**config.mk**
```make
export PLATFORM = sky130hd
export DESIGN_NAME = pts_fifo
export DESIGN_NICKNAME = d
export VERILOG_FILES = /design/src/rtl/pts_pkg.sv /design/src/rtl/pts_fifo.sv
export SDC_FILE = /design/constraint.sdc
export NUM_CORES = 1
export LEC_CHECK = 0
export BUFFER_PORTS_ARGS = -buffer_cell sky130_fd_sc_hd__buf_4
export CAP_MARGIN = 15
export CORE_MARGIN = 8
export CORE_UTILIZATION = 25
export DETAILED_ROUTE_END_ITERATION = 8
export HOLD_SLACK_MARGIN = 0.05
export PLACE_DENSITY_LB_ADDON = 0.2
export SYNTH_ARGS = -nofsm -noshare
export SYNTH_HDL_FRONTEND = slang
export SYNTH_SLANG_ARGS = --single-unit
```
**constraint.sdc**
```tcl
create_clock -name clk_i -period 2.8 [get_ports clk_i]
set_input_delay 0.28 -clock clk_i [delete_from_list [all_inputs] [get_ports clk_i]]
set_output_delay 0.28 -clock clk_i [all_outputs]
set_load 0.01 [all_outputs]
```
**src/rtl/pts_pkg.sv**
```systemverilog
// ----------------------------------------------------------------------------
// pts_pkg
// Shared types, status codes and character classes of the policy text scanner.
// ----------------------------------------------------------------------------
package pts_pkg;

  // Status codes; the whole-text codes 1 to 4 win in this order over the rest
  typedef enum logic [4:0] {
    ST_OK            = 5'd0,
    ST_TOO_LONG      = 5'd1,
    ST_BAD_WRAPPER   = 5'd2,
    ST_SH_PK         = 5'd3,
    ST_MUSIG         = 5'd4,
    ST_BAD_NUMBER    = 5'd5,
    ST_NUM_RANGE     = 5'd6,
    ST_UNKNOWN_KEY   = 5'd7,
    ST_KEY_ORDER     = 5'd8,
    ST_BAD_KEY_EXPR  = 5'd9,
    ST_OVERLAP       = 5'd10,
    ST_TOO_MANY_REFS = 5'd11,
    ST_BAD_CHAR      = 5'd12,
    ST_TOO_DEEP      = 5'd13,
    ST_UNBALANCED    = 5'd14,
    ST_TOO_MANY_WRAP = 5'd15,
    ST_INCOMPLETE    = 5'd16
  } status_e;

  // Position inside a key reference
  typedef enum logic [2:0] {
    PH_OUT,
    PH_KEY,
    PH_AFTER,
    PH_STAR2,
    PH_RECV,
    PH_CHG,
    PH_SLASH2,
    PH_STAR1
  } phase_e;

  // Back end sequencer
  typedef enum logic [2:0] {
    BK_IDLE,
    BK_POP,
    BK_SRCH,
    BK_WR1,
    BK_WR2,
    BK_FIN
  } back_state_e;

  typedef struct packed {
    logic [7:0] ch;
    logic       last;
  } pts_in_t;

  typedef struct packed {
    logic [4:0]  status;
    logic        done_res;
    logic        ref_valid;
    logic [4:0]  ref_key;
    logic [30:0] ref_receive;
    logic [30:0] ref_change;
  } pts_out_t;

  // One classified character between front and back
  typedef struct packed {
    logic [7:0]  ch;
    logic        last;
    status_e     wt_status;
    logic [13:0] lower_run;
  } pts_item_t;

  localparam logic [31:0] NUM_LIMIT = 32'h8000_0000;
  localparam logic [13:0] LRUN_MAX  = 14'h3FFF;

  function automatic logic is_digit(input logic [7:0] c);
    return (c >= "0") && (c <= "9");
  endfunction

  function automatic logic is_lower(input logic [7:0] c);
    return (c >= "a") && (c <= "z");
  endfunction

  function automatic logic allowed_char(input logic [7:0] c);
    return is_lower(c) || ((c >= "A") && (c <= "Z")) || is_digit(c) ||
           (c == "_") || (c == "(") || (c == ")") || (c == ":") ||
           (c == "{") || (c == "}") || (c == ",");
  endfunction

endpackage

```
**src/rtl/pts_fifo.sv**
```systemverilog
// ----------------------------------------------------------------------------
// pts_fifo
// Two-entry queue of classified requests between front and back end.
// ----------------------------------------------------------------------------
module pts_fifo
  import pts_pkg::*;
(
  input  logic      clk_i,
  input  logic      rst_ni,
  input  logic      push_i,
  input  pts_item_t push_data_i,
  output logic      full_o,
  output logic      valid_o,
  input  logic      pop_i,
  output pts_item_t pop_data_o
);

  pts_item_t  ent_q [2];
  logic       wp_q, rp_q;
  logic [1:0] cnt_q;

  assign full_o     = (cnt_q == 2'd2);
  assign valid_o    = (cnt_q != 2'd0);
  assign pop_data_o = ent_q[rp_q];

  // Hold entries
  always_ff @(posedge clk_i) begin
    if (push_i) begin
      ent_q[wp_q] <= push_data_i;
    end
  end

  // Advance pointers and count
  always_ff @(posedge clk_i or negedge rst_ni) begin
    if (!rst_ni) begin
      wp_q  <= 1'b0;
      rp_q  <= 1'b0;
      cnt_q <= '0;
    end else begin
      if (push_i) begin
        wp_q <= !wp_q;
      end
      if (pop_i) begin
        rp_q <= !rp_q;
      end
      cnt_q <= cnt_q + {1'b0, push_i} - {1'b0, pop_i};
    end
  end

endmodule

```
## After elaboration in Yosys (flattened, before gate mapping)

Memory sizes are Yosys's and may differ from the RTL's.
Index checks and enable logic that the tools add are counted.
Widths: inputs -> output; s select.

- Input bits: 32
- Output and inout bits: 30
- Bits in writable memories: 56
- Register bits after elaboration: 4
- Memories: 1

- Equal/unequal tests: 1
- Reductions and logical operators: 3
- Muxes and demuxes: 2
- $add $sub $neg: 2

Memories:

| name | words | bits a word | read ports | clocked after Yosys merged registers in | write ports | RTL line | RTL |
|---|---|---|---|---|---|---|---|
| ent_q | 2 | 28 | 1 | 0 | 1 | pts_fifo.sv:18 | `pts_item_t ent_q [2];` |

Operators by type and width:

| operator | count |
|---|---|
| $add 2x1->2 | 1 |
| $eq 2x2->1 const B | 1 |
| $logic_not 1->1 | 2 |
| $mux 1 | 2 |
| $reduce_bool 2->1 | 1 |
| $sub 2x1->2 | 1 |

## Logic depth before layout (Yosys ltp)

Gate-level depths: netlist (run 1).

- Depth after elaboration: 2
- Depth in mapped cells: 5
- Gate-level depth less buffers: 5

## Least setup slack after synthesis (run 1)

Ideal clock, no wire load.

- Path kind: register to register
- From: register wp_q
- To: memory ent_q[0][0] (netlist bit) (enable)
- Arrival time: 1.666 ns
- Required time: 2.384 ns
- Clock period less this slack: 2.082 ns
- Cell stages (with the launch flop): 2
- Setup time: 0.416 ns
- Path slack: 0.718 ns
- Cell sequence: dfrtp_1 -> nor2b_1

RTL lines:

| what | RTL line | RTL |
|---|---|---|
| start: declaration | pts_fifo.sv:19 | `logic wp_q, rp_q;` |
| start signal: assignment | pts_fifo.sv:41 | `wp_q <= !wp_q;` |
| end: declaration | pts_fifo.sv:18 |  |

No word-level cell before the write port.

==> results of run 1 <==
metal layers:
layer	share of wire, %	vias to the layer above
met5	0	-
met4	1.6	0
met3	9.8	9
met2	48	48
met1	41	561
li1	-	541
report_power, final:
group | total (mW) | leakage [nW] | switching, mW | internal (mW)
Clock | 0.616 | 0.0760 | 0.310 | 0.306
Combinational | 0.967 | 0.525 | 0.432 | 0.534
Sequential | 1.27 | 0.572 | 0.0716 | 1.20
path summary, 6_finish.rpt:
path,slack [ns],cells past startpoint,startpoint,to
worst max register to register,1.15,2,wp_q,ent_q[0][1]
min in group asynchronous,0.29,2,rst_ni,wp_q
worst min-delay path,0.14,1,push_data_i[5],ent_q[0][5]
worst max-delay path,0.72,3,rp_q,pop_data_o[20]
max in group asynchronous,2.40,2,rst_ni,cnt_q[1]
worst min register to register,0.50,1,wp_q,wp_q
sequential cells by signal, summed over array words and instances, names as in the netlist:
| name | cells |
|---|---|
| cnt_q | 2 |
| wp_q | 1 |
| rp_q | 1 |
| ent_q | 56 |
cells in the mapped netlist (2+ instances only):
master | n | share of area, %
inv_1 | 2 | 0.33
edfxtp_1 | 56 | 74
xor2_1 | 2 | 0.77
nor2b_1 | 2 | 0.55
mux2_4 | 10 | 6.6
mux2_2 | 18 | 8.9
ha_1 | 2 | 1.1
dfrtp_1 | 4 | 4.4
final cells by class:
| cell class | instances | area [µm²] |
|---|---|---|
| flip-flops and latches | 60 | 1780 |
| well taps | 108 | 135 |
| multi-input cells | 37 | 447 |
| fillers | 856 | 5750 |
| clock inverters | 6 | 32.5 |
| repair buffers | 65 | 490 |
| inverters | 2 | 7.51 |
| clock buffers | 9 | 124 |
stage by stage:
| step | setup slack [ns] | area, µm² | instances | hold WS, ns | utilization (%) |
|---|---|---|---|---|---|
| after floorplan | 0.718 | 2270 | 102 | -0.0156 | - |
| after global placement | 1.08 | 2850 | 271 | 0.0803 | 32.5 |
| after detailed placement | 1.03 | 2850 | 271 | 0.0832 | 32.5 |
| after CTS | 0.660 | 3020 | 287 | 0.112 | 34.4 |
| after global routing | 0.602 | 3020 | 287 | 0.109 | 34.4 |
| final | 0.720 | 3020 | 287 | 0.139 | 34.4 |
worst register-to-register path, stage by stage, from the launching register on:
cell     delay [ns]
dfrtp_1        0.40
nor2b_2        0.55
buf_4          0.38
cells by family (layout without fill, tap and decap cells):
group                      count (synthesis)  after routing  share of synthesized area, %
adders and majority gates                  2              2                          1.10
and+or+nand+nor                            4              4                          1.10
DFF                                       60             60                          78.6
muxes                                     28             28                          15.6
xor gates and xnor gates                   3              3                          1.82
buffers and inverters                      5             82                          1.82
==> flow_summary.toml, run 1 <==
[critical_path]
cp_slowest_cell = "dfrtp_1"
worst_setup_path_start_kind = "flop"
cp.required_ns = 2.52
critical_path.cell_chain = "buf_4 -> mux2_2 -> buf_4"
timing_worst_setup_path_type = "reg2out"
cpMostUsedCell = "buf_4"
path_max_fanout = 22
worst-endpoint-arrival_ns = 1.80
worst_setup_path_end_kind = "output port"
worst_path_buffer_plus_inverter_count = 2
max_stage_delay_ns = 0.52
crit_family = "buffers and inverters"

[global_routing]
grt.met1_usage_pct = 7.72
gr_peak_layer = "met2"
grt_util_all_layers_pct = 7.68
gr-total-overflow = 0
number_of_global_route_vias_before_repair = 1400
met3_usage_pct = 4.17
grt_antenna_before_repair = 0
grt_pass1_wl_um = 7170
largest_net_degree_at_the_start_of_global_routing = 23
globalRouteMet2Util_pct = 12.4

[clock_network]
cts.clk_slew.worst_paths_ns = 0.06
worstSkewPairLatency_ns = 0.32
cts_made_buffers = 9
holdBufCountCts = 1
clock_tree_from_tritoncts = "built"
cts_max_level = 3
cts_buffer_depth = 2
ctsResizeCount = 0
cts_root_buffer = "clkbuf_8"
cts.sink_count = 60
cts_setup_buffers = 0

[floorplanning]
initial_utilization_pct = 25.9
placementRows = 34
floorplan.core_area_um2 = 8760
die-area_um2 = 12400
design.portCount = 62
die_h_um = 111
die_w_um = 111

[timing]
layout_worst_path_cycle_share_pct = 74.3
slew-limit-headroom_pct = 55.5
finClkSkew_ns = 0.00470
finalSetupTns_ns = 0
rsz0062_at_grt = "false"
final_max_tran_viols = 0
fin_crit_ns = 2.08
hold_violation_total_from_the_final_report = 0
worstMarginPinSlew_ns = 0.665
fmaxAchievable_mhz = 481
setup_viol = 0

[place]
globalplace.congestion = 0.651
place.detailed.hpwl_um = 3410
portBuffers = 61

[route]
dr_total_vias = 1159
detail_route.wirelength_um = 4620
ant_nets = 0
drt_first_iter_violations = 24
vias_per_cell = 4.04
wl_per_cell_um = 16.1
firstDrtPassIters = 2
detail_route.drc_violations = 0

[final_layout]
area_delta_synth_final_pct = 33.1
drive_above_1_share_pct = 59.8
layout.cells.most_common_list = "buf_4, edfxtp_1, mux2_2"
most_common_cell_after_layout_fill_and_taps_aside = "buf_4"
antenna_cells = 0
final_net_count = 209

[outcome]
status = "completed"

[synthesis]
ys_ff_latch = 60
post_synth.cell_area_avg_um2 = 22.2
synth_top_flop_cell = "edfxtp_1"
synthDistinctLibCells = 14
synth_warnings = 0
syn_area_um2 = 2270
ys_async_sr_fraction_pct = 6.67
synth_fp_nets = 136
synth_sequential_area_ratio_pct = 78.6
synth_edf_count = 56
post_synthesis_cell_count = 102

[pwr]
total_power_mw = 2.85
p_per_area_nw_per_um2 = 945
ir_worst_vdd_v = 0.000403
power_leakage_nw = 1.17

[min_path]
hold_class = "in2reg"

[job]
max-cap-violations = 0
Note: power is estimated with default switching activity, not from simulation.
==> run 2, diff against run 1 <==
ABC_AREA = 1   (was unset)
clock period = 1.83 ns   (was 2.8 ns; I/O delays follow)
==> run 2 against run 1 <==
Net effect:
- via count increased by 26%
- combinational power rose by 65%
- critical path depth unchanged
- hold slack improved by 0.054 ns
- critical endpoint is now pop_data_o[0]
- worst setup slack got worse by 0.43 ns
- final cell count up 35%
- sequential share of layout area is 6.6 points lower
- first-iteration DRC count rose by 50%
- non-clock buffer count is 31 higher
==> flow_summary.toml, run 2 <==
[timing]
worst_slack_ns = 0.290
fmaxAchievable_mhz = 649
hold_violation_total_from_the_final_report = 0
layout_worst_path_cycle_share_pct = 84.1
fin_crit_ns = 1.54
rsz0062_at_grt = "false"
finalSetupTns_ns = 0
final_max_tran_viols = 0
slew-limit-headroom_pct = 79.0
finalHoldWorstSlack_ns = 0.192
worstMarginPinSlew_ns = 0.315
setup_viol = 0
finClkSkew_ns = 0.00512

[global_routing]
grt_pass1_wl_um = 7770
number_of_global_route_vias_before_repair = 1600
gr-total-overflow = 0
grt_antenna_before_repair = 0
largest_net_degree_at_the_start_of_global_routing = 58
grt_util_all_layers_pct = 8.04

[route]
dr_total_vias = 1464
firstDrtPassIters = 4
drt_first_iter_violations = 36
vias_per_cell = 3.78
detail_route.wirelength_um = 4630
wl_per_cell_um = 12.0
detail_route.drc_violations = 0
ant_nets = 0

[critical_path]
timing_worst_setup_path_type = "reg2out"
timing.reg2reg.worst_path_depth = 2
worst_setup_path_end_kind = "output port"
critical_path.cell_chain = "buf_12 -> o21ai_0 -> buf_4"
cp.required_ns = 1.65
worst-r2r-setup-slack_ns = 0.58
max_stage_delay_ns = 0.41
path_depth = 3
regToRegEndpoint = "ent_q[0][27]"
r2r-start = "wp_q"
crit_family = "flip-flops"
worst_setup_path_start_kind = "flop"
path_max_fanout = 57
worst_path_buffer_plus_inverter_count = 2
cp_slowest_cell = "dfrtp_2"
worst-endpoint-arrival_ns = 1.36

[floorplanning]
die_w_um = 112
initial_utilization_pct = 25.4
design.portCount = 62
floorplan.core_area_um2 = 9110
placementRows = 35
die-area_um2 = 12600
die_h_um = 112

[pwr]
power_leakage_nw = 1.45
total_power_mw = 4.61
p_per_area_nw_per_um2 = 1360
ir_worst_vdd_v = 0.000612

[clock_network]
holdBufCountCts = 31
worstSkewPairLatency_ns = 0.33
cts_max_level = 3
cts.sink_count = 60
cts_buffer_depth = 2
cts_made_buffers = 9
cts.clk_slew.worst_paths_ns = 0.06
ctsResizeCount = 0
clock_tree_from_tritoncts = "built"
cts_setup_buffers = 0
cts_root_buffer = "clkbuf_8"

[place]
globalplace.congestion = 0.646
post-place-ws_ns = 0.561
place.detailed.hpwl_um = 3000
portBuffers = 61

[synthesis]
synth_sequential_area_ratio_pct = 76.9
synth_warnings = 0
synth_largest_type_area_fraction_pct = 72.6
post_synth.cell_area_avg_um2 = 13.5
ys_async_sr_fraction_pct = 6.67
synth_top_flop_cell = "edfxtp_1"
post_synth_top_area_cell = "edfxtp_1"
syn_area_um2 = 2320
synth_fp_nets = 205
synth_edf_count = 56
synthDistinctLibCells = 15
ys_ff_latch = 60
post_synthesis_cell_count = 171
netlist_top_cells_area = "edfxtp_1, inv_1, nand2_1"
synthMostInstantiatedCell = "edfxtp_1"
synth_commonest_cells = "edfxtp_1, inv_1, nand2_1, o21ai_0, dfrtp_1"

[final_layout]
largest_register_ffs = 56
antenna_cells = 0
final_net_count = 306
most_common_cell_after_layout_fill_and_taps_aside = "buf_4"
biggest_regs = "ent_q: 56 flops, cnt_q: 2 flops"
layout.cells.most_common_list = "buf_4, edfxtp_1, inv_1, nand2_1, dlygate4sd3_1"
final_core_utilization_pct = 37.3
area_delta_synth_final_pct = 46.7
drive_above_1_share_pct = 30.1
top_register_by_number_of_flip_flops = "ent_q"
number_of_fill_cells = 905

[min_path]
hold_class = "in2async"

[job]
max-cap-violations = 0

[outcome]
status = "completed"
run 2: worst max-delay path by stage:
stage | startpoint | slack [ns] | to
2_1_floorplan | wp_q | 0.27 | ent_q[0][0]
3_3_place_gp | wp_q | 0.57 | ent_q[0][26]
3_5_place_dp | wp_q | 0.56 | ent_q[0][26]
4_1_cts | rp_q | 0.24 | pop_data_o[14]
5_1_grt | rp_q | 0.16 | pop_data_o[0]
6_report | rp_q | 0.29 | pop_data_o[0]
run 2: per-layer routing:
layer	wire, µm	up-vias	GRT usage [%]
met5	0	-	0
met4	116	0	5.40
met3	351	12	3.60
met2	2180	46	12.5
met1	1980	641	8.68
li1	-	765	-
run 2: kinds of logic (layout without fill, tap and decap cells):
| group | Yosys count | after routing | synth area share [%] |
|---|---|---|---|
| buffers and inverters | 41 | 146 | 8.64 |
| adder cells (fa/ha/maj) | 2 | 2 | 1.08 |
| AND/OR/NAND/NOR | 38 | 38 | 6.21 |
| flip-flops | 60 | 60 | 76.9 |
| AO/OA/AOI/OAI | 28 | 28 | 6.38 |
| XOR/XNOR | 2 | 2 | 0.756 |
run 2: metrics by stage:
step	cell area (µm²)	std cells
floorplan	2320	171
global placement	2910	341
detailed placement	2910	341
CTS	3400	387
global route	3400	387
finish	3400	387
run 2: report_power, final:
part	internal [mW]	switching, mW	total (mW)
logic	0.736	0.859	1.60
registers	1.83	0.0825	1.91
clock network	0.608	0.494	1.10
run 2: final cells by class:
cell class	instances	area, µm²	area share, %
Sequential cell	60	1780	52.5
Clock buffer	9	124	3.65
Multi-Input combinational cell	70	342	10.1
Timing Repair Buffer	96	823	24.2
Inverter	35	131	3.87
Clock inverter	6	56.3	1.66
Tap cell	111	139	4.09
==> run 3, diff against run 2 <==
clock period = 1.6 ns   (was 1.83 ns; I/O delays follow)
==> run 3 against run 2 <==
Net effect:
- cell area rose by 1.4%
- worst setup slack got worse by 0.22 ns
- sequential power increased by 16%
- power rose by 18%
- critical path type unchanged
- critical endpoint is now pop_data_o[17]
- largest cell class unchanged
- largest power group unchanged
- highest routed layer unchanged
==> flow_summary.toml, run 3 (synthesis gave the netlist of run 2 again) <==
[final_layout]
most_common_cell_after_layout_fill_and_taps_aside = "buf_4"
antenna_cells = 0
top_register_by_number_of_flip_flops = "ent_q"
number_of_fill_cells = 878
area_delta_synth_final_pct = 48.8
layout.area.seq_um2 = 1790
layout.cells.most_common_list = "buf_4, edfxtp_1, inv_1, nand2_1, dlygate4sd3_1"
biggest_regs = "ent_q: 56 flops, cnt_q: 2 flops"
drive_above_1_share_pct = 30.6
final_net_count = 310
largest_register_ffs = 56
multi_input_area_um2 = 342

[floorplanning]
floorplan.core_area_um2 = 9110
die-area_um2 = 12600
die_h_um = 112
design.portCount = 62
initial_utilization_pct = 25.4
placementRows = 35
die_w_um = 112

[critical_path]
worst_setup_path_end_kind = "output port"
cp_slowest_cell = "dfrtp_4"
cp.required_ns = 1.44
worst-endpoint-arrival_ns = 1.37
worst_setup_path_start_kind = "flop"
max_stage_delay_ns = 0.52
worst-r2r-setup-slack_ns = 0.40
timing_worst_setup_path_type = "reg2out"
path_max_fanout = 36
timing.reg2reg.worst_path_depth = 2
endpoint = "pop_data_o[17]"
r2r-start = "wp_q"
critical_path.cell_chain = "buf_12 -> o21ai_1 -> buf_4"
regToRegEndpoint = "ent_q[0][21]"
cp-startpoint = "rp_q"

[global_routing]
gr-total-overflow = 0
largest_net_degree_at_the_start_of_global_routing = 37
grt_antenna_before_repair = 0
number_of_global_route_vias_before_repair = 1594
grt_pass1_wl_um = 7690
grt_util_all_layers_pct = 7.97

[timing]
setup_viol = 0
fmaxAchievable_mhz = 654
finClkSkew_ns = 0.00493
hold_violation_total_from_the_final_report = 0
rsz0062_at_grt = "false"
layout_worst_path_cycle_share_pct = 95.5
fin_crit_ns = 1.53
slew-limit-headroom_pct = 84.0
worstMarginPinSlew_ns = 0.238
finalSetupTns_ns = 0
final_max_tran_viols = 0

[route]
vias_per_cell = 3.81
dr_total_vias = 1492
detail_route.wirelength_um = 4750
wl_per_cell_um = 12.1
drt_first_iter_violations = 62
detail_route.drc_violations = 0
firstDrtPassIters = 4
ant_nets = 0

[clock_network]
cts_max_level = 3
worstSkewPairLatency_ns = 0.32
cts_root_buffer = "clkbuf_8"
cts.clk_slew.worst_paths_ns = 0.06
cts_made_buffers = 9
cts_buffer_depth = 2
cts.sink_count = 60
clock_tree_from_tritoncts = "built"

[place]
portBuffers = 61
globalplace.congestion = 0.644
place.detailed.hpwl_um = 3080

[pwr]
total_power_mw = 5.42
ir_worst_vdd_v = 0.000530
power_leakage_nw = 1.47
p_per_area_nw_per_um2 = 1570

[outcome]
status = "completed"

[min_path]
hold_class = "in2async"

[job]
max-cap-violations = 0
==> run 3: final cells by class <==
type | instances | share of cell area [%]
Clock buffer | 10 | 3.70
Clock inverter | 6 | 1.60
Inverter | 35 | 3.81
Multi-Input combinational cell | 70 | 9.91
Sequential cell | 60 | 51.8
Tap cell | 111 | 4.03
Timing Repair Buffer | 100 | 25.1
==> run 3: worst min-delay path by stage <==
stage,startpoint,endpoint,slack (ns),depth (start not counted)
floorplan,rst_ni,cnt_q[0],-0.14,0
global placement,rst_ni,cnt_q[0],-0.04,1
detailed placement,rst_ni,cnt_q[0],-0.04,1
CTS,rst_ni,cnt_q[0],0.15,2
global route,rst_ni,rp_q,0.17,2
finish,rst_ni,rp_q,0.17,2
==> run 3: layer usage <==
layer | vias up | part of all wire [%] | GRT usage (%)
met1 | 673 | 43 | 8.91
met2 | 40 | 48 | 12.5
met3 | 5 | 7.6 | 4.03
li1 | 774 | - | -
met4 | 0 | 0.84 | 3.51
met5 | - | 0 | 0
==> run 3: power breakdown <==
group,switching [mW],internal [mW],leakage [nW]
Sequential,0.117,2.10,0.572
Clock,0.547,0.703,0.0911
Combinational,1.02,0.938,0.812
Total,1.68,3.74,1.47
==> run 3: worst max-delay path, delay by kind of cell, from the launching register on <==
kind	cells	cell delay [ns]
AOI/OAI and AO/OA	1	0.18
buffers and inverters	2	0.34
DFF	1	0.52
==> run 3: metrics by stage <==
step	hold slack, ns	instances	util, %	setup slack (ns)	area (µm²)
final	0.169	392	37.8	0.0719	3450
after detailed placement	-0.0374	341	32.1	0.275	2920
after global placement	-0.0385	341	32.1	0.285	2920
after CTS	0.152	392	37.8	0.0102	3450
after floorplan	-0.136	171	-	0.0416	2320
after global routing	0.165	392	37.8	0.00194	3450
==> run 3: timing repair <==
item                                    4_1_cts  5_1_grt
endpoints found under the setup margin       18       12
hold endpoints to repair                     62        0
resized for setup                             3       12
hold buffers                                 31        0
buffers inserted                              4        0
