[src/rtl/pts_pkg.sv]
// ----------------------------------------------------------------------------
// pts_pkg
// Shared types, status codes and character classes of the policy text scanner.
// ----------------------------------------------------------------------------
package pts_pkg;

  // Status codes; the whole-text codes 1 to 4 win in this order over the rest
  typedef enum logic [4:0] {
    ST_OK            = 5'd0,
    ST_TOO_LONG      = 5'd1,
    ST_BAD_WRAPPER   = 5'd2,
    ST_SH_PK         = 5'd3,
    ST_MUSIG         = 5'd4,
    ST_BAD_NUMBER    = 5'd5,
    ST_NUM_RANGE     = 5'd6,
    ST_UNKNOWN_KEY   = 5'd7,
    ST_KEY_ORDER     = 5'd8,
    ST_BAD_KEY_EXPR  = 5'd9,
    ST_OVERLAP       = 5'd10,
    ST_TOO_MANY_REFS = 5'd11,
    ST_BAD_CHAR      = 5'd12,
    ST_TOO_DEEP      = 5'd13,
    ST_UNBALANCED    = 5'd14,
    ST_TOO_MANY_WRAP = 5'd15,
    ST_INCOMPLETE    = 5'd16
  } status_e;

  // Position inside a key reference
  typedef enum logic [2:0] {
    PH_OUT,
    PH_KEY,
    PH_AFTER,
    PH_STAR2,
    PH_RECV,
    PH_CHG,
    PH_SLASH2,
    PH_STAR1
  } phase_e;

  // Back end sequencer
  typedef enum logic [2:0] {
    BK_IDLE,
    BK_POP,
    BK_SRCH,
    BK_WR1,
    BK_WR2,
    BK_FIN
  } back_state_e;

  typedef struct packed {
    logic [7:0] ch;
    logic       last;
  } pts_in_t;

  typedef struct packed {
    logic [4:0]  status;
    logic        done_res;
    logic        ref_valid;
    logic [4:0]  ref_key;
    logic [30:0] ref_receive;
    logic [30:0] ref_change;
  } pts_out_t;

  // One classified character between front and back
  typedef struct packed {
    logic [7:0]  ch;
    logic        last;
    status_e     wt_status;
    logic [13:0] lower_run;
  } pts_item_t;

  localparam logic [31:0] NUM_LIMIT = 32'h8000_0000;
  localparam logic [13:0] LRUN_MAX  = 14'h3FFF;

  function automatic logic is_digit(input logic [7:0] c);
    return (c >= "0") && (c <= "9");
  endfunction

  function automatic logic is_lower(input logic [7:0] c);
    return (c >= "a") && (c <= "z");
  endfunction

  function automatic logic allowed_char(input logic [7:0] c);
    return is_lower(c) || ((c >= "A") && (c <= "Z")) || is_digit(c) ||
           (c == "_") || (c == "(") || (c == ")") || (c == ":") ||
           (c == "{") || (c == "}") || (c == ",");
  endfunction

endpackage

[src/rtl/pts_front.sv]
// ----------------------------------------------------------------------------
// pts_front
// Accepts characters, tracks length, leading wrapper, musig and lowercase
// runs, and pushes classified requests toward the back end.
// ----------------------------------------------------------------------------
module pts_front
  import pts_pkg::*;
#(
  parameter int MAX_TEXT = 8192
) (
  input  logic      clk_i,
  input  logic      rst_ni,
  input  logic      in_valid_i,
  output logic      in_ready_o,
  input  pts_in_t   in_data_i,
  input  logic      full_i,
  output logic      push_o,
  output pts_item_t push_data_o
);

  localparam int CCW = $clog2(MAX_TEXT + 2);

  // Prefix patterns, first character in the low byte
  localparam logic [47:0] P_PKH  = {16'h0, "(hkp"};
  localparam logic [47:0] P_WPKH = {8'h0, "(hkpw"};
  localparam logic [47:0] P_SH   = {24'h0, "(hs"};
  localparam logic [47:0] P_WSH  = {16'h0, "(hsw"};
  localparam logic [47:0] P_TR   = {24'h0, "(rt"};
  localparam logic [47:0] P_SHPK = "(kp(hs";

  logic [CCW-1:0] cc_q, cc_d;
  logic [47:0]    buf_q, buf_d;
  logic [2:0]     mm_q, mm_d;
  logic           mf_q, mf_d;
  logic [13:0]    lrun_q, lrun_d;
  logic           accept;
  logic [2:0]     n_seen;
  logic           pfx_ok;
  status_e        wt;

  function automatic logic [7:0] musig_byte(input logic [2:0] idx);
    logic [7:0] b;
    case (idx)
      3'd0:    b = "m";
      3'd1:    b = "u";
      3'd2:    b = "s";
      3'd3:    b = "i";
      3'd4:    b = "g";
      default: b = "(";
    endcase
    return b;
  endfunction

  // Prefix may still match (or does match on the final character)
  function automatic logic prefix_is(input logic [47:0] buff, input logic [2:0] n,
                                     input logic [47:0] pat, input logic [2:0] len,
                                     input logic fin);
    logic eq;
    eq = 1'b1;
    for (int i = 0; i < 6; i++) begin
      if ((3'(i) < len) && (3'(i) < n) && (buff[8*i +: 8] != pat[8*i +: 8])) begin
        eq = 1'b0;
      end
    end
    return eq && ((len <= n) || !fin);
  endfunction

  assign in_ready_o = !full_i;
  assign accept     = in_valid_i && !full_i;
  assign push_o     = accept;

  // Next state of the whole-text trackers
  always_comb begin
    cc_d  = cc_q;
    buf_d = buf_q;
    mm_d  = mm_q;
    mf_d  = mf_q;
    if (cc_q < CCW'(6)) begin
      buf_d[8*cc_q[2:0] +: 8] = in_data_i.ch;
    end
    if (cc_q <= CCW'(MAX_TEXT)) begin
      cc_d = cc_q + 1'b1;
    end
    if (!mf_q) begin
      if ((mm_q < 3'd6) && (in_data_i.ch == musig_byte(mm_q))) begin
        if (mm_q == 3'd5) begin
          mf_d = 1'b1;
          mm_d = 3'd0;
        end else begin
          mm_d = mm_q + 1'b1;
        end
      end else begin
        mm_d = (in_data_i.ch == "m") ? 3'd1 : 3'd0;
      end
    end
    if (is_lower(in_data_i.ch)) begin
      lrun_d = (lrun_q < LRUN_MAX) ? lrun_q + 1'b1 : lrun_q;
    end else begin
      lrun_d = '0;
    end
  end

  // Whole-text verdict after this character
  always_comb begin
    n_seen = (cc_d < CCW'(6)) ? cc_d[2:0] : 3'd6;
    pfx_ok = prefix_is(buf_d, n_seen, P_PKH, 3'd4, in_data_i.last) ||
             prefix_is(buf_d, n_seen, P_WPKH, 3'd5, in_data_i.last) ||
             prefix_is(buf_d, n_seen, P_SH, 3'd3, in_data_i.last) ||
             prefix_is(buf_d, n_seen, P_WSH, 3'd4, in_data_i.last) ||
             prefix_is(buf_d, n_seen, P_TR, 3'd3, in_data_i.last);
    if (cc_d > CCW'(MAX_TEXT)) begin
      wt = ST_TOO_LONG;
    end else if (!pfx_ok) begin
      wt = ST_BAD_WRAPPER;
    end else if ((cc_d >= CCW'(6)) && (buf_d == P_SHPK)) begin
      wt = ST_SH_PK;
    end else if (mf_d) begin
      wt = ST_MUSIG;
    end else begin
      wt = ST_OK;
    end
    push_data_o.ch        = in_data_i.ch;
    push_data_o.last      = in_data_i.last;
    push_data_o.wt_status = wt;
    push_data_o.lower_run = lrun_q;
  end

  // Tracker registers, cleared after the final character
  always_ff @(posedge clk_i or negedge rst_ni) begin
    if (!rst_ni) begin
      cc_q   <= '0;
      buf_q  <= '0;
      mm_q   <= '0;
      mf_q   <= 1'b0;
      lrun_q <= '0;
    end else if (accept) begin
      if (in_data_i.last) begin
        cc_q   <= '0;
        buf_q  <= '0;
        mm_q   <= '0;
        mf_q   <= 1'b0;
        lrun_q <= '0;
      end else begin
        cc_q   <= cc_d;
        buf_q  <= buf_d;
        mm_q   <= mm_d;
        mf_q   <= mf_d;
        lrun_q <= lrun_d;
      end
    end
  end

endmodule

[config.mk]
export PLATFORM = sky130hd
export DESIGN_NAME = pts_front
export DESIGN_NICKNAME = d
export VERILOG_FILES = /design/src/rtl/pts_pkg.sv /design/src/rtl/pts_front.sv
export SDC_FILE = /design/constraint.sdc
export NUM_CORES = 1
export LEC_CHECK = 0
export BUFFER_PORTS_ARGS = -buffer_cell sky130_fd_sc_hd__clkbuf_2
export CORE_MARGIN = 1.5
export CORE_UTILIZATION = 60
export CTS_CLUSTER_SIZE = 8
export DETAILED_ROUTE_END_ITERATION = 8
export PLACE_DENSITY = 0.79
export REMOVE_ABC_BUFFERS = 1
export SLEW_MARGIN = 20
export SYNTH_ARGS = -nofsm -noshare
export SYNTH_HDL_FRONTEND = slang
export SYNTH_SLANG_ARGS = --single-unit
export TNS_END_PERCENT = 1
[constraint.sdc]
create_clock -name clk_i -period 8 [get_ports clk_i]
set_clock_uncertainty 0.1 [all_clocks]
set_input_delay 1.2 -clock clk_i [delete_from_list [all_inputs] [get_ports clk_i]]
set_output_delay 1.2 -clock clk_i [all_outputs]
set_load 0.02 [all_outputs]
Yosys cells after proc, flatten, opt, wreduce, memory -nomap -nowiden
Index checks and enable logic that the tools add are counted.
{ "word_totals": {"ff_bits": 80, "in_bits": 13, "output_inout_bits": 30, "word_cells": 131} }
{ "op_classes": {"addsub": 4, "order_cmp": 17, "n_eq_ne": 25, "n_shift": 2, "muxes": 42, "n_reduce_logical": 36} }
{ "ops": {"columns": ["cell", "n"], "rows": [
  ["48-bit 2-to-1 mux", 2],
  ["8-bit by 7-bit inequality test with 1-bit output (second input constant)", 12],
  ["14-bit 2-to-1 mux", 5],
  ["48-bit bitwise mux", 1],
  ["48-bit by 46-bit equality test with 1-bit output (second input constant)", 1],
  ["8-bit by 34-bit variable shift with 48-bit output (first input constant)", 1],
  ["8-bit by 34-bit indexed part select with 48-bit output", 1],
  ["7-bit one-hot mux with 5 select lines", 1],
  ["6-bit negator with 34-bit output", 1],
  ["14-bit by 1-bit adder with 14-bit output (second input constant)", 2],
  ["14-bit by 3-bit less-than comparator with 1-bit output (second input constant)", 2],
  ["3-bit 2-to-1 mux", 9],
  ["1-bit logical AND", 24],
  ["8-bit by 6-bit inequality test with 1-bit output (second input constant)", 3],
  ["1-bit 2-to-1 mux", 23],
  ["14-bit by 3-bit greater-or-equal comparator with 1-bit output (second input constant)", 1],
  ["14-bit greater-than comparator (second input constant)", 1],
  ["14-bit <= comparator (second input constant)", 1],
  ["14-bit less-than comparator (second input constant)", 1],
  ["8-bit by 7-bit equality test with 1-bit output (second input constant)", 1],
  ["8-bit equality test", 1],
  ["8-bit by 7-bit greater-or-equal comparator with 1-bit output (second input constant)", 1],
  ["8-bit by 7-bit <= comparator with 1-bit output (second input constant)", 1],
  ["8-bit 2-to-1 mux", 1],
  ["16 further kinds", 29]
]} }

Longest topological paths before layout
Gate-level depths: netlist of run 1.
{ "logic_depth": {"depth_word": 18, "mapped_depth": 15, "depth_no_buf": 12} }

Worst setup path before layout of run 1
No wires, ideal clock.
{ "synth_path": {"path_kind": "input to output", "start": "input port in_data_i[8] (netlist name)", "end": "output port push_data_o[16] (netlist name)", "t_arrival_ns": 3.406, "required_ns": 6.700, "path_slack_ns": 3.294, "cell_stages": 10, "n_path_buf": 1, "cell_sequence": "buf_6 > nand2b_4 > or3_4 > or4_1 > a22oi_2 > o22ai_1 > nor4bb_1 > o221ai_1 > o311ai_2 > o2111a_1"} }
{ "synth_lines": {"columns": ["element", "line", "text"], "rows": [
  ["start, declared", "pts_front.sv:15", "input pts_in_t in_data_i,"],
  ["end, declared", "pts_front.sv:18", "output pts_item_t push_data_o"]
]} }

==> results.yml, run 1 <==
status:
  status: "finished, final reports clean"
finish:
  nNetsFinal: 720
  n_antenna_cell: 0
  fin_area_um2: 6083
  final_cells: 834
  fillers: 826
  syn2layout_area_growth_pct: 4.156
  drive_above_1_share: 0.1248
  multi_input_comb_area_um2: 3415
  regArea_um2: 2002
sta:
  fin_ws_ns: 2.171
  holdWs_ns: 0.3938
  period_share: 0.7287
  rsz0062_at_grt: "false"
  min_period_ns: 5.829
  fmax_ghz: 0.1715
  drv_slew: 0
  fin_tns_setup_ns: 0
  finalHoldViolCount: 0
  finalSetupViolations: 0
  slew_headroom: 0.3564
  tightestPinTransition_ns: 0.9566
place:
  gp_congestion: 0.9734
  port-buffer-count: 40
  place_area_um2: 5874
  place_ws_ns: 2.781
  dp.cells: 818
  dp_hpwl_um: 11020
power:
  ir_drop_mv: 0.1084
  power_density_nw_per_um2: 219.7
  p_leak_nw: 2.483
floorplanning:
  start_util: 0.6262
  rows: 35
  dieArea_um2: 10330
  die_y_um: 101.7
  boundaryPins: 43
  fp.dieW_um: 101.7
  fp.coreArea_um2: 9328
detailed_routing:
  drt-total-wl_um: 16010
  drtPass1Iterations: 5
  wl_per_cell_um: 19.19
  drc: 0
  ant_nets: 0
  vias_per_cell: 6.729
  via_count: 5612
  detail_route.iter0.violations: 432
yosys:
  syn_inst: 709
  synth_most_common_cell: "nand2_1"
  synth_common_cells: "nand2_1 (93), dfrtp_1 (80), o21ai_0 (80)"
  synth_top_area_cell: "dfrtp_1"
  synth-seq-area-share: 0.3428
  synth-seq-cells: 80
  synth_top_area_frac: 0.3428
  synth_flop_cell: "dfrtp_1"
  ys_warn_count: 0
  synthTopCellsByArea: "dfrtp_1 (34%), o21ai_0 (6.9%), a22oi_1 (6.2%)"
  mappedNetlistArea_um2: 5841
  synth_edf_count: 0
  synth_cell_types: 77
  syn_avg_cell_area_um2: 8.238
  async_reset_ff_frac: 1.000
clocking:
  clock_sinks: 80
  cts_tree: "built"
  hold_buffers: 0
  cts_htree_levels: 3
  cts_made_buffers: 9
  clockBufferDepth: 2
  postCtsSetupBuffers: 0
  cts_root_buffer: "clkbuf_8"
  ctsResizeCount: 0
  clk_pin_slew_ns: 0.09
  worstSkewPairLatency_ns: 0.37
global_routing:
  antenna_found_initial: 0
  grt_max_degree: 81
  grt_pass1_vias: 4958
  gr-usage-all-layers: 0.3180
  grt_pass1_wl_um: 25730
  overflow: 0
flow_run:
  maxCapViolCount: 0
worst_setup_path:
  endpoint_kind: "primary output"
  cp_slowest_cell: "dfrtp_1"
  cp_data_arrival_time_ns: 4.53
  rr_worst_depth: 8
  critPathKind: "flop to primary output"
  crit_required_ns: 6.70
  path_cells: "inv_1 -> ha_1 -> ha_1 -> nand4b_2 -> nor4_1 -> a31oi_1 -> or3b_1 -> nor4_1 -> nand4_1 -> o2111a_1 -> clkbuf_2"
  cp-start-kind: "flop"
  critPathMaxFanout: 16
  max_stage_delay_ns: 0.68
min_path:
  hp-class: "flop to flop"
  hold_path_depth: 2
==> cell families after synthesis <==
| family | count (synthesis) | synth area share |
|---|---|---|
| buffers and inverters | 84 | 0.07369 |
| AND/OR/NAND/NOR | 290 | 0.2748 |
| XOR/XNOR | 15 | 0.02249 |
| multiplexers | 8 | 0.01435 |
| other | 1 | 0.0006421 |
| adder cells (fa/ha/maj) | 7 | 0.01500 |
| AO/OA/AOI/OAI | 224 | 0.2562 |
| flip-flops | 80 | 0.3428 |
==> per-stage QoR <==
stage,total power [W],util
after global routing,0.001422,0.6522
final,0.001336,0.6522
after global placement,0.0009981,0.6298
after CTS,0.001333,0.6518
after floorplan,0.0008828,-
after detailed placement,0.001017,0.6298
==> final cells by class <==
class                           instances  share of cell area
Clock buffer                           10             0.02262
Clock inverter                          6             0.01111
Inverter                               21             0.01296
Multi-Input combinational cell        546              0.5613
Sequential cell                        80              0.3291
Tap cell                              129             0.02653
Timing Repair Buffer                   42             0.03640
==> cells in the final DEF, fill, tap and decap left out, types with 5 or more instances in the layout <==
cell / n
nor2_1: 45
and3_1: 11
a31oi_1: 7
o211ai_1: 5
clkbuf_8: 10
ha_1: 7
xnor2_1: 5
o22ai_1: 12
a21oi_1: 17
nand2b_1: 5
or3_1: 6
a22oi_1: 48
o2111ai_1: 5
mux2i_1: 5
o21ai_0: 80
dfrtp_1: 80
nand3_1: 16
nand2_1: 92
o31ai_1: 5
a21o_1: 5
o21a_1: 5
nand4_1: 27
nor3_1: 14
nor4_1: 12
xor2_1: 10
inv_1: 20
clkbuf_2: 39
a211oi_1: 6
nor3b_1: 6
==> registers in the layout (all words and copies together) (netlist names) <==
register  cells
lrun_q       14
mf_q          1
mm_q          3
cc_q         14
buf_q        48
==> power breakdown <==
group          internal [W]  switching, W  total [W]  leakage, nW
sequential         0.000485     0.0000941   0.000579        0.970
clock              0.000154      0.000163   0.000317       0.0989
combinational      0.000177      0.000263   0.000440         1.41
total              0.000816      0.000520    0.00134         2.48
==> layer usage <==
metal | track usage | up-vias | wire [um]
met2 | 0.4903 | 272 | 7399
met5 | 0 | - | 0
met3 | 0.05383 | 25 | 1353
met4 | 0.09081 | 0 | 298
met1 | 0.4601 | 2693 | 6955
li1 | - | 2622 | -
==> critical path, delay by kind of cell (launching register included) <==
kind,cells,cell delay (ns)
AOI/OAI and AO/OA,2,0.30
adders and majority gates,2,0.66
buffers and inverters,2,0.41
DFF,1,0.68
and+or+nand+nor,5,2.10
==> path summary, 6_finish.rpt <==
path	endpoint	start	slack (ns)
max reg2reg	buf_q[9]$_DFFE_PN0P_	cc_q[0]$_DFFE_PN0P_	4.22
min in group asynchronous	lrun_q[10]$_DFFE_PN0P_	rst_ni	0.76
min reg2reg	buf_q[27]$_DFFE_PN0P_	buf_q[27]$_DFFE_PN0P_	0.39
max	push_data_o[16]	cc_q[0]$_DFFE_PN0P_	2.17
min	buf_q[27]$_DFFE_PN0P_	buf_q[27]$_DFFE_PN0P_	0.39
max in group asynchronous	buf_q[1]$_DFFE_PN0P_	rst_ni	6.54
Note: power is estimated with default switching activity, not from simulation.
==> run 2: changes to the inputs <==
ABC_AREA = 1   (was unset)
CORE_UTILIZATION = 55   (was 60)
PLACE_DENSITY = 0.77   (was 0.79)
clock period = 5.1 ns   (was 8 ns; I/O delays follow)
==> run 2 against run 1 <==
Sequential share of layout area decreased by 0.17 points. Count of clock-buffer cells in the layout unchanged. Via count increased by 1.5%.
==> results.yml, run 2 <==
floorplanning:
  boundaryPins: 43
  rows: 37
  fp.coreArea_um2: 10230
  fp.dieW_um: 105.4
  dieArea_um2: 11110
  start_util: 0.5637
  die_y_um: 105.4
worst_setup_path:
  cp.depth: 17
  crit_family: "simple AND/OR/NAND/NOR gates"
  path_cells: "inv_2 -> ha_1 -> inv_1 -> nand4_1 -> nor2_4 -> o21ai_0 -> or2_2 -> nor2_1 -> nand2_1 -> nand2_1 -> nand2_1 -> nand2_1 -> nand2_1 -> nand3_2 -> nand2_1 -> nor2_2 -> clkbuf_2"
  r2r-end: "buf_q[5]$_DFFE_PN0P_"
  max_stage_delay_ns: 0.44
  cp_common_cell: "nand2_1"
  endpoint_kind: "primary output"
  crit_buf_inv: 3
  ff2ff_setup_slack_ns: 2.25
  cp_slowest_cell: "dfrtp_1"
  cp_data_arrival_time_ns: 3.89
  critPathKind: "flop to primary output"
  critPathMaxFanout: 16
  crit_required_ns: 4.24
  r2r_start: "cc_q[0]$_DFFE_PN0P_"
  cp-start-kind: "flop"
  rr_worst_depth: 8
power:
  switchingPower_w: 0.0009615
  power_density_nw_per_um2: 345.0
  switching_share: 0.4558
  p_comb_frac: 0.445
  power.clock.fraction: 0.207
  ir_drop_mv: 0.2112
  p_int_w: 0.001148
  p_leak_nw: 2.863
  total_power_w: 0.002109
  seqPwrFrac: 0.348
finish:
  final_cells: 1004
  final_cell_mix: "nand2_1 (251), inv_1 (94), dfrtp_1 (80), nor2_1 (78), o21ai_0 (74)"
  drive_above_1_share: 0.1371
  fin_area_um2: 6115
  largest_reg_flops: 48
  regArea_um2: 2002
  syn2layout_area_growth_pct: 6.032
  reg_top3: "buf_q (48), cc_q (14), lrun_q (14)"
  multi_input_comb_area_um2: 3138
  final_common_cell: "nand2_1"
  fillers: 961
  n_antenna_cell: 0
  regMostFlops: "buf_q"
  nNetsFinal: 885
clocking:
  ctsResizeCount: 0
  cts_root_buffer: "clkbuf_8"
  cts_tree: "built"
  hold_buffers: 0
  clk_pin_slew_ns: 0.09
  worstSkewPairLatency_ns: 0.38
  cts_htree_levels: 3
  postCtsSetupBuffers: 0
  clock_sinks: 80
  cts_made_buffers: 9
  clockBufferDepth: 2
yosys:
  synth_flop_cell: "dfrtp_1"
  synth_top_area_cell: "dfrtp_1"
  syn_avg_cell_area_um2: 6.817
  synthTopCellsByArea: "dfrtp_1 (35%), nand2_1 (16%), o21ai_0 (6.4%)"
  synth_most_common_cell: "nand2_1"
  ys_warn_count: 0
  synth_cell_types: 50
  mappedNetlistArea_um2: 5767
  synth_edf_count: 0
  synth_top_area_frac: 0.3471
  syn_inst: 846
  synth_common_cells: "nand2_1 (251), inv_1 (94), dfrtp_1 (80)"
  synth-seq-cells: 80
  synth-seq-area-share: 0.3471
  async_reset_ff_frac: 1.000
sta:
  finalSetupViolations: 0
  finalHoldViolCount: 0
  fmax_ghz: 0.2101
  period_share: 0.9332
  slew_headroom: 0.4171
  tightestPinTransition_ns: 0.8744
  rsz0062_at_grt: "false"
  min_period_ns: 4.759
  drv_slew: 0
  fin_tns_setup_ns: 0
min_path:
  hp-class: "input port to async pin"
global_routing:
  grt_pass1_vias: 5310
  gr-usage-all-layers: 0.2878
  overflow: 0
  antenna_found_initial: 0
  grt_pass1_wl_um: 25420
  grt_max_degree: 68
detailed_routing:
  drc: 0
  detail_route.iter0.violations: 489
  vias_per_cell: 5.673
  wl_per_cell_um: 15.07
  drt-total-wl_um: 15130
  ant_nets: 0
  via_count: 5696
  drtPass1Iterations: 5
place:
  port-buffer-count: 40
  place_area_um2: 5944
  dp.cells: 990
  gp_congestion: 0.9398
  dp_hpwl_um: 11180
flow_run:
  maxCapViolCount: 0
status:
  status: "finished, final reports clean"
==> run 2: cell count changes after synthesis, moves of 13 or more <==
cell and delta:
a22oi_1 -47, nand4_1 -13, nand3_1 +31, inv_1 +74, nor2_1 +33, nand2_1 +158
==> run 2: metrics by stage <==
step	setup WS [ns]	hold WS (ns)	util
after global placement	1.031	0.3649	0.5810
after detailed placement	0.7899	0.3706	0.5810
after global routing	0.007129	0.1264	0.5977
after CTS	0.3868	0.1224	0.5977
final	0.3405	0.1169	0.5977
after floorplan	1.331	0.3479	-
==> run 2: power by group through the flow <==
stage	clock network, W	registers, W	logic [W]
final	0.000437	0.000734	0.000939
after global routing	0.000466	0.000741	0.00104
after CTS	0.000443	0.000733	0.000926
after detailed placement	0	0.000746	0.000920
after global placement	0	0.000742	0.000896
after floorplan	0	0.000736	0.000699
==> run 2: final cells by class <==
type / count / area share
Multi-Input combinational cell: 625 / 0.5132
Sequential cell: 80 / 0.3274
Inverter: 104 / 0.06446
Timing Repair Buffer: 45 / 0.03929
Tap cell: 136 / 0.02783
Clock buffer: 10 / 0.02251
Clock inverter: 4 / 0.005320
==> run 2: worst max-delay path by stage <==
stage / start / end / slack, ns
6_report: cc_q[0]$_DFFE_PN0P_ / push_data_o[16] / 0.34
5_1_grt: cc_q[0]$_DFFE_PN0P_ / push_data_o[16] / 0.007
4_1_cts: cc_q[0]$_DFFE_PN0P_ / push_data_o[16] / 0.39
3_5_place_dp: cc_q[0]$_DFFE_PN0P_ / push_data_o[16] / 0.79
3_3_place_gp: cc_q[0]$_DFFE_PN0P_ / push_data_o[16] / 1.03
2_1_floorplan: cc_q[0]$_DFFE_PN0P_ / push_data_o[15] / 1.33
==> run 2: kinds of logic after synthesis <==
kind of cell             Yosys count  share of synthesized area
other                              1                  0.0006503
buffers and inverters            142                     0.1093
XOR/XNOR                          10                    0.01519
flip-flops                        80                     0.3471
adder cells (fa/ha/maj)            7                    0.01519
AO/OA/AOI/OAI                    147                     0.1488
AND/OR/NAND/NOR                  459                     0.3636
==> run 2: metal layers <==
| metal | share of wire | up-vias | global-route usage |
|---|---|---|---|
| met5 | 0 | - | 0 |
| met4 | 0.027 | 0 | 0.1155 |
| met3 | 0.067 | 49 | 0.05504 |
| met2 | 0.47 | 223 | 0.4683 |
| met1 | 0.44 | 2656 | 0.3779 |
| li1 | - | 2768 | - |
